<file path="config.mk">
export PLATFORM = sky130hd
export DESIGN_NAME = binary_velocity_frame_deframer
export DESIGN_NICKNAME = d
export VERILOG_FILES = /design/src/rtl/bvfd_pkg.sv /design/src/rtl/bvfd_cell.sv /design/src/rtl/binary_velocity_frame_deframer.sv
export SDC_FILE = /design/constraint.sdc
export NUM_CORES = 1
export LEC_CHECK = 0
export BUFFER_PORTS_ARGS = -buffer_cell sky130_fd_sc_hd__buf_2
export CORE_ASPECT_RATIO = 0.8
export CORE_MARGIN = 5
export CORE_UTILIZATION = 50
export CTS_CLUSTER_DIAMETER = 80
export CTS_CLUSTER_SIZE = 10
export DETAILED_ROUTE_END_ITERATION = 6
export PLACE_DENSITY = 0.78
export SLEW_MARGIN = 20
export SYNTH_ARGS = -nofsm -noshare
export SYNTH_HDL_FRONTEND = slang
export SYNTH_SLANG_ARGS = --single-unit
</file>
<file path="constraint.sdc">
create_clock -name aclk -period 6 [get_ports aclk]
set_input_delay 0.3 -clock aclk [delete_from_list [all_inputs] [get_ports aclk]]
set_output_delay 0.3 -clock aclk [all_outputs]
set_load 0.05 [all_outputs]
</file>
<file path="src/rtl/bvfd_pkg.sv">
// Package for the binary velocity frame deframer.
// Frame constants, cell expectations and the parser state type. No dependencies.

package bvfd_pkg;

    localparam int FRAME_LEN  = 12;
    // Byte 0 is the start byte and byte 11 is unused, so cells hold bytes 1 to 10
    localparam int CELL_COUNT = FRAME_LEN - 2;
    localparam int CNT_W      = $clog2(FRAME_LEN);

    localparam logic [CNT_W-1:0] CNT_START = CNT_W'(1);
    localparam logic [CNT_W-1:0] CNT_LAST  = CNT_W'(FRAME_LEN - 1);

    localparam logic [7:0] START_BYTE = 8'hAA;
    localparam logic [7:0] HDR1       = 8'hBB;
    localparam logic [7:0] HDR2       = 8'h0A;
    localparam logic [7:0] HDR3       = 8'h12;
    localparam logic [7:0] HDR4       = 8'h02;

    localparam logic FUNC_BYTE  = 1'b0;
    localparam logic FUNC_FLUSH = 1'b1;

    // Cell 0 holds the newest byte; at frame end cell k holds byte 10-k
    localparam logic [7:0] CELL_EXPECT [CELL_COUNT] = '{
        8'h00, 8'h00, 8'h00, 8'h00, 8'h00, 8'h00, HDR4, HDR3, HDR2, HDR1
    };
    localparam logic [CELL_COUNT-1:0] CELL_CHECK = CELL_COUNT'(10'b11_1100_0000);

    typedef enum logic {
        ST_IDLE,
        ST_COLLECT
    } bvfd_state_t;

endpackage

</file>
<file path="src/rtl/bvfd_cell.sv">
// One byte cell of the frame shift chain.
// Holds a byte, hands it on to the next cell and flags a match against a header byte.
// Depends on bvfd_pkg.

module bvfd_cell
    import bvfd_pkg::*;
(
    input  logic       aclk,
    input  logic       shift_en,
    input  logic [7:0] byte_in,
    input  logic [7:0] expect_byte,
    output logic [7:0] byte_out,
    output logic       match
);

    logic [7:0] byte_reg;
    logic [7:0] byte_next;

    always_comb begin
        byte_next = shift_en ? byte_in : byte_reg;
    end

    always_ff @(posedge aclk) begin
        byte_reg <= byte_next;
    end

    assign byte_out = byte_reg;
    assign match    = (byte_reg == expect_byte);

endmodule

</file>
<file path="src/rtl/binary_velocity_frame_deframer.sv">
// Top level of the binary velocity frame deframer.
// Parser control, a chain of bvfd_cell byte cells and the result register.
// Depends on bvfd_pkg and bvfd_cell.
//
//  channel | ports        | tdata (low bit up)                     | tuser
//  --------+--------------+----------------------------------------+----------------------
//  input   | s_t*         | rx_byte[7:0]                           | func (0 byte, 1 flush)
//  result  | m_t*         | vel_x[15:0], vel_y[31:16], yaw[47:32]  | -
//
// One input item per cycle while s_tready is high; a result appears on m_* the cycle
// after the twelfth byte of a good frame is taken. Bytes 1 to 10 shift the cell chain.
// aresetn (synchronous, active low) returns the parser to idle and empties the result
// register; the byte cells are not reset, every byte is written before it is used.
// s_tready drops only while a result waits and m_tready is low.

module binary_velocity_frame_deframer
    import bvfd_pkg::*;
(
    input  logic        aclk,
    input  logic        aresetn,
    // input channel
    input  logic        s_tvalid,
    output logic        s_tready,
    input  logic [7:0]  s_tdata,   // [7:0] rx_byte
    input  logic        s_tuser,   // [0] func
    // result channel
    output logic        m_tvalid,
    input  logic        m_tready,
    output logic [47:0] m_tdata    // [15:0] vel_x, [31:16] vel_y, [47:32] yaw_rate
);

    bvfd_state_t       state_reg, state_next;
    logic [CNT_W-1:0]  count_reg, count_next;
    logic              m_tvalid_reg, m_tvalid_next;
    logic [47:0]       m_tdata_reg, m_tdata_next;

    logic              s_accept;
    logic              is_flush;
    logic              shift_en;
    logic              frame_end;
    logic              emit;
    logic              header_ok;

    logic [7:0]            cell_q     [CELL_COUNT];
    logic [CELL_COUNT-1:0] cell_match;

    // Ready whenever the result register is free or being emptied this cycle
    assign s_tready = !m_tvalid_reg || m_tready;
    assign s_accept = s_tvalid && s_tready;
    assign is_flush = (s_tuser == FUNC_FLUSH);

    // Byte chain: cell 0 takes the incoming byte, each cell feeds the next
    for (genvar k = 0; k < CELL_COUNT; k++) begin : g_cell
        bvfd_cell u_cell (
            .aclk        (aclk),
            .shift_en    (shift_en),
            .byte_in     ((k == 0) ? s_tdata : cell_q[(k == 0) ? 0 : k - 1]),
            .expect_byte (CELL_EXPECT[k]),
            .byte_out    (cell_q[k]),
            .match       (cell_match[k])
        );
    end

    // Start byte is known on entry; only bytes 1 to 4 need checking
    assign header_ok = &(cell_match | ~CELL_CHECK);

    // Next-state logic
    always_comb begin
        state_next = state_reg;
        count_next = count_reg;
        if (s_accept) begin
            if (is_flush) begin
                state_next = ST_IDLE;
                count_next = '0;
            end else begin
                unique case (state_reg)
                    ST_IDLE: begin
                        if (s_tdata == START_BYTE) begin
                            state_next = ST_COLLECT;
                            count_next = CNT_START;
                        end
                    end
                    ST_COLLECT: begin
                        if (count_reg == CNT_LAST) begin
                            state_next = ST_IDLE;
                            count_next = '0;
                        end else begin
                            count_next = count_reg + CNT_W'(1);
                        end
                    end
                    default: begin
                        state_next = ST_IDLE;
                        count_next = '0;
                    end
                endcase
            end
        end
    end

    // Output logic of the parser
    always_comb begin
        shift_en  = 1'b0;
        frame_end = 1'b0;
        unique case (state_reg)
            ST_IDLE: begin
                shift_en  = 1'b0;
                frame_end = 1'b0;
            end
            ST_COLLECT: begin
                shift_en  = s_accept && !is_flush && (count_reg != CNT_LAST);
                frame_end = s_accept && !is_flush && (count_reg == CNT_LAST);
            end
            default: begin
                shift_en  = 1'b0;
                frame_end = 1'b0;
            end
        endcase
    end

    assign emit = frame_end && header_ok;

    // Result register: little-endian pairs, cell 4/5 = bytes 6/5 and so on
    always_comb begin
        m_tvalid_next = m_tvalid_reg && !m_tready;
        m_tdata_next  = m_tdata_reg;
        if (emit) begin
            m_tvalid_next = 1'b1;
            m_tdata_next  = {cell_q[0], cell_q[1], cell_q[2], cell_q[3],
                             cell_q[4], cell_q[5]};
        end
    end

    always_ff @(posedge aclk) begin
        if (!aresetn) begin
            state_reg    <= ST_IDLE;
            count_reg    <= '0;
            m_tvalid_reg <= 1'b0;
        end else begin
            state_reg    <= state_next;
            count_reg    <= count_next;
            m_tvalid_reg <= m_tvalid_next;
        end
    end

    always_ff @(posedge aclk) begin
        m_tdata_reg <= m_tdata_next;
    end

    assign m_tvalid = m_tvalid_reg;
    assign m_tdata  = m_tdata_reg;

    // Checks
    a_idle_count: assert property (@(posedge aclk) disable iff (!aresetn)
        state_reg == ST_IDLE |-> count_reg == '0)
        else $error("count not clear while idle");

    a_collect_count: assert property (@(posedge aclk) disable iff (!aresetn)
        state_reg == ST_COLLECT |-> (count_reg != '0) && (count_reg <= CNT_LAST))
        else $error("count out of range while collecting");

    a_emit_valid: assert property (@(posedge aclk) disable iff (!aresetn)
        emit |=> m_tvalid)
        else $error("good frame did not raise m_tvalid");

    a_emit_free: assert property (@(posedge aclk) disable iff (!aresetn)
        emit |-> (!m_tvalid_reg || m_tready))
        else $error("result overwrote a waiting item");

endmodule
</file>
# Word-level counts from Yosys, hierarchy flattened
# Cells that the tools add are included.
# totals
input_bits	13
regBits	134
elab_cells	47
output_inout_bits	50
# op_classes
reduce_logical	12
bitwise_logic	1
add_sub_neg	1
eq_ne	8
mux	11
# ops
op	count
$eq 8x8->1 const B	2
$mux 4	3
$eq 8x2->1 const B	1
$eq 8x4->1 const B	1
$eq 8x5->1 const B	1
$pmux 4 s2	1
$logic_and 1x1->1	6
$pmux 1 s2	3
$add 4x1->4 const B	1
$eq 4x4->1 const B	1
$mux 1	4
$ne 4x4->1 const B	1
$reduce_and 4->1	1
$logic_not 1->1	3
$ne 3x3->1 const B	1
$reduce_and 2->1	1
$logic_or 1x1->1	1
$not 1->1	1

# Depth between registers and ports, before layout
# logic_depth
ltp_word	8
depth_mapped	5
mapped_depth_nobuf	5

# Cells and area by module
# Synthesis repeated with hierarchy kept, for this count alone.
# unflattened
cells_unflattened	284
hier_area_um2	5119.9
# modules_own_cells
mod	n_inst	cells_each	area_each_um2	seq_area_each_um2
bvfd_cell	10	19	326.6	240.2
binary_velocity_frame_deframer	1	94	1854.3	1561.5

# Least setup slack after synthesis
# No wires, ideal clock.
# synth_path
path_type	register to register
from	reg m_tvalid_reg (netlist: m_tvalid)
to	reg m_tdata_reg[0] (netlist: m_tdata[0]) (enable)
n_path_buf	0
setup_ns	0.576
required_ns	5.424
arrival_ns	5.733
period_less_slack_ns	6.309
path_slack_ns	-0.309
stages_incl_launch_ff	5
cell_sequence	dfxtp_1 > nor2b_4 > inv_2 > nand3_1 > nor4_1
# synth_via
elab_chain_cells	7
# synth_rtl
element	line_no	text
start: declaration	binary_velocity_frame_deframer.sv:34	logic m_tvalid_reg, m_tvalid_next;
start signal: assignment	binary_velocity_frame_deframer.sv:141	m_tvalid_reg <= m_tvalid_next;
$logic_not 1->1	binary_velocity_frame_deframer.sv:48	assign s_tready = !m_tvalid_reg || m_tready;
$logic_or 1x1->1	binary_velocity_frame_deframer.sv:48	
net s_tready	binary_velocity_frame_deframer.sv:23	output logic s_tready,
$logic_and 1x1->1	binary_velocity_frame_deframer.sv:49	assign s_accept = s_tvalid && s_tready;
$logic_and 1x1->1 (2 in series)	binary_velocity_frame_deframer.sv:111	frame_end = s_accept && !is_flush && (count_reg == CNT_LAST);
$pmux 1 s2	binary_velocity_frame_deframer.sv:104	unique case (state_reg)
$logic_and 1x1->1	binary_velocity_frame_deframer.sv:120	assign emit = frame_end && header_ok;
net emit	binary_velocity_frame_deframer.sv:41	logic emit;
end signal: assignment	binary_velocity_frame_deframer.sv:146	m_tdata_reg <= m_tdata_next;
end: declaration	binary_velocity_frame_deframer.sv:35	logic [47:0] m_tdata_reg, m_tdata_next;
# The timed path passes the listed nets, and every way through them passes these cells.
# A chain may end at the register's enable or synchronous reset.

# Worst setup path in the final report
# layout_path
from	reg count_reg[0]
to	reg m_tdata_reg[6] (netlist: m_tdata[6]) (enable)
# layout_via
elab_chain_cells	4
# layout_rtl
element	line_no	text
start: declaration	binary_velocity_frame_deframer.sv:33	logic [CNT_W-1:0] count_reg, count_next;
start signal: assignment	binary_velocity_frame_deframer.sv:140	count_reg <= count_next;
$eq 4x4->1	binary_velocity_frame_deframer.sv:111	
$logic_and 1x1->1	binary_velocity_frame_deframer.sv:111	
$pmux 1 s2	binary_velocity_frame_deframer.sv:104	
$logic_and 1x1->1	binary_velocity_frame_deframer.sv:120	
net emit	binary_velocity_frame_deframer.sv:41	
# The timed path passes the listed nets, and every way through them passes these cells.

==> results.txt <==
Cell Pwr Density: 379 mW/mm2
Syn_nets: 194
Tot Pwr: 2080 uW
Max reg flops: 80
Fraction of layout cells with a size suffix above 1: 0.346
Critical Path Source Type: flip-flop
Critical Path End Type: flip-flop
Synth unique cells: 29
CP max FO: 43
Initial antenna violation count: 0
Combinational family with the most area after synthesis: simple AND/OR/NAND/NOR gates
Mux cell area share after synthesis: 0
Leakage power: 0.00190 uW
Clk buf depth: 2
# rows: 30
Max cap viols: 0
CP Class: reg -> reg
First-pass GRT wire length: 11000 um
ANT cells: 0
Cell Area, Placed: 0.00478 mm2
Pin count of the biggest net entering global routing: 48
Simple-gate share of the synthesized area: 0.0523
Status: completed
WP data required: 6.14 ns
Gp weighted congestion: 0.728
Core ar.: 0.00841 mm2
RSZ-0062 raised after global routing: no
EDFF count, synth: 128
Setup Viol. Count Final: 0
Hold Vio Cnt, Final: 0
Dpl cells: 357
Worst skew pair latency: 0.51 ns
Period minus WS final: 2.63 ns
Ports: 63
Fin crit share: 0.438
Mean post-synth cell area: 23.8 um2
Hold WC Path Type: in -> reg
Worst VDD drop: 280 uV
Synth warnings: 0
CTS sink cnt: 134
Fmax: 380 MHz
Layout Cells excl Fill: 398
Worst Slack Setup Final: 3.37 ns
Slowest cell on crit path: buf_4
Via-per-instance ratio: 4.89
H-Tree Depth: 4
Ys async rst share: 0
Crit path cell chain: ha_1 > and3b_1 > nand3_1 > nor4_4 > buf_4
I/O Buffers: 62
Ys flop type: edfxtp_1
TritonCTS Buffers: 17
Number of synthesized register bits: 134
Clock transition at the registers of the reported paths: 0.06 ns
Root buf cell: clkbuf_8
DIE AREA: 0.0105 mm2
Synthesis-to-finish area growth: 28.0%
Fin. max-slew vios: 0
Gr usage total: 0.143
Mapped Cells: 180
Synthesized cell area: 0.00429 mm2
CTS tree: yes
Vias in the first global route: 2059
Total wire length: 6840 um
Adder-Cell Fraction of Synth Area: 0.00292
Measured slew at the worst slew-check pin: 0.580 ns
Drt first pass iters: 4
Starting Density: 0.510
Half-perimeter wire length after placement: 4110 um
Vias: 1948
Post-synthesis compound-gate area fraction: 0.0181
TNS Setup: 0 ns
Seq/Total Area, Yosys: 0.925
GRT overflow: 0
Dpl ws: 3.38 ns
DR WL/cell: 17.2 um
Xor-xnor portion of the synthesized cell area: 0
Slew HR: 0.613
CP arrival: 2.78 ns
Remaining DRCs: 0
Die Span X: 114 um
Final-stage net count: 287
DR iter-0 viols: 68
Fin Clk Skew: 0.00869 ns
Post-CTS setup buffers: 0
Die Height: 92.8 um
Delay of the slowest critical-path stage: 0.57 ns
Routed Antenna Nets: 0
Final instance area: 0.00549 mm2
## cells by family after synthesis
group,after synthesis
compound gates,13
fa+ha+maj,1
flops,134
simple gates,30
buf+inv,2
## path summary, 6_finish.rpt
check | startpoint | endpoint | slack [ns] | cells after the start
min | s_tvalid | count_reg[1]$_SDFFE_PN0P_ | 0.1 | 3
max reg2reg | count_reg[0]$_SDFFE_PN0P_ | m_tdata[6]$_DFFE_PP_ | 3.37 | 5
min reg2reg | g_cell[2].u_cell.byte_out[6]$_DFFE_PP_ | m_tdata[30]$_DFFE_PP_ | 0.44 | 0
max | count_reg[0]$_SDFFE_PN0P_ | m_tdata[6]$_DFFE_PP_ | 3.37 | 5
## routing by layer
layer  wire length [um]  vias up  GRT usage
met4                 51        0     0.0571
met1               2950      956      0.172
met2               3450       54      0.229
met5                  0        -          0
met3                385        6     0.0627
li1                   -      932          -
## per-stage QoR
stage | utilization | hold slack [ns]
floorplan | - | 0.399
global placement | 0.569 | 0.425
detailed placement | 0.569 | 0.431
CTS | 0.653 | 0.0712
global route | 0.653 | 0.113
finish | 0.653 | 0.0982
## layout make-up
| class | instances | area [um2] |
|---|---|---|
| Inverter | 2 | 7.51 |
| Sequential cell | 134 | 3960 |
| Multi-Input combinational cell | 44 | 338 |
| Clock inverter | 14 | 196 |
| Tap cell | 112 | 140 |
| Clock buffer | 18 | 418 |
| Timing Repair Buffer | 74 | 423 |
| Fill cell | 553 | 2920 |
## worst max-delay path, delay by kind of cell (launching register included)
kind	cells	cell delay, ns
adders and majority gates	1	0.23
DFF	1	0.41
and+or+nand+nor	3	1.02
buffers and inverters	1	0.57
## synthesized netlist by cell type (all sizes together), types with 2 or more instances
cell    count  area [um2]
nor2        2        7.51
nor4b       5        50.0
dfxtp       6         120
o21ai       4        20.0
a21oi       4        20.0
nand4       2        12.5
nand2       3        11.3
nand3       4        20.0
nor4        2        12.5
nor4bb      4        40.0
inv         2        7.50
edfxtp    128        3840
## timing repair
item	in CTS	in global routing
resized for setup	0	0
endpoints found under the hold margin	9	0
hold buffers	9	0
## power by group
group / switching (uW) / internal (uW) / total, uW
Clock: 380 / 678 / 1060
Combinational: 5.65 / 7.93 / 13.6
Sequential: 0.0645 / 1010 / 1010
Total: 386 / 1700 / 2080
## cell usage in the layout (no fill, tap or decap), types with 2 or more instances in the layout
cell / Yosys / final
clkbuf_16: 0 / 16
inv_6: 0 / 4
a21oi_1: 4 / 4
dlygate4sd3_1: 0 / 9
nand2_1: 3 / 3
o21ai_0: 2 / 2
nand3_1: 4 / 4
o21ai_1: 2 / 2
nor2_1: 2 / 2
nor4bb_1: 4 / 4
buf_2: 0 / 62
buf_4: 0 / 3
nor4b_1: 4 / 4
edfxtp_1: 128 / 128
clkinv_4: 0 / 2
nand4_1: 2 / 2
bufinv_16: 0 / 4
dfxtp_1: 6 / 6
clkinvlp_4: 0 / 2
Power figures use the tool's default switching activity.
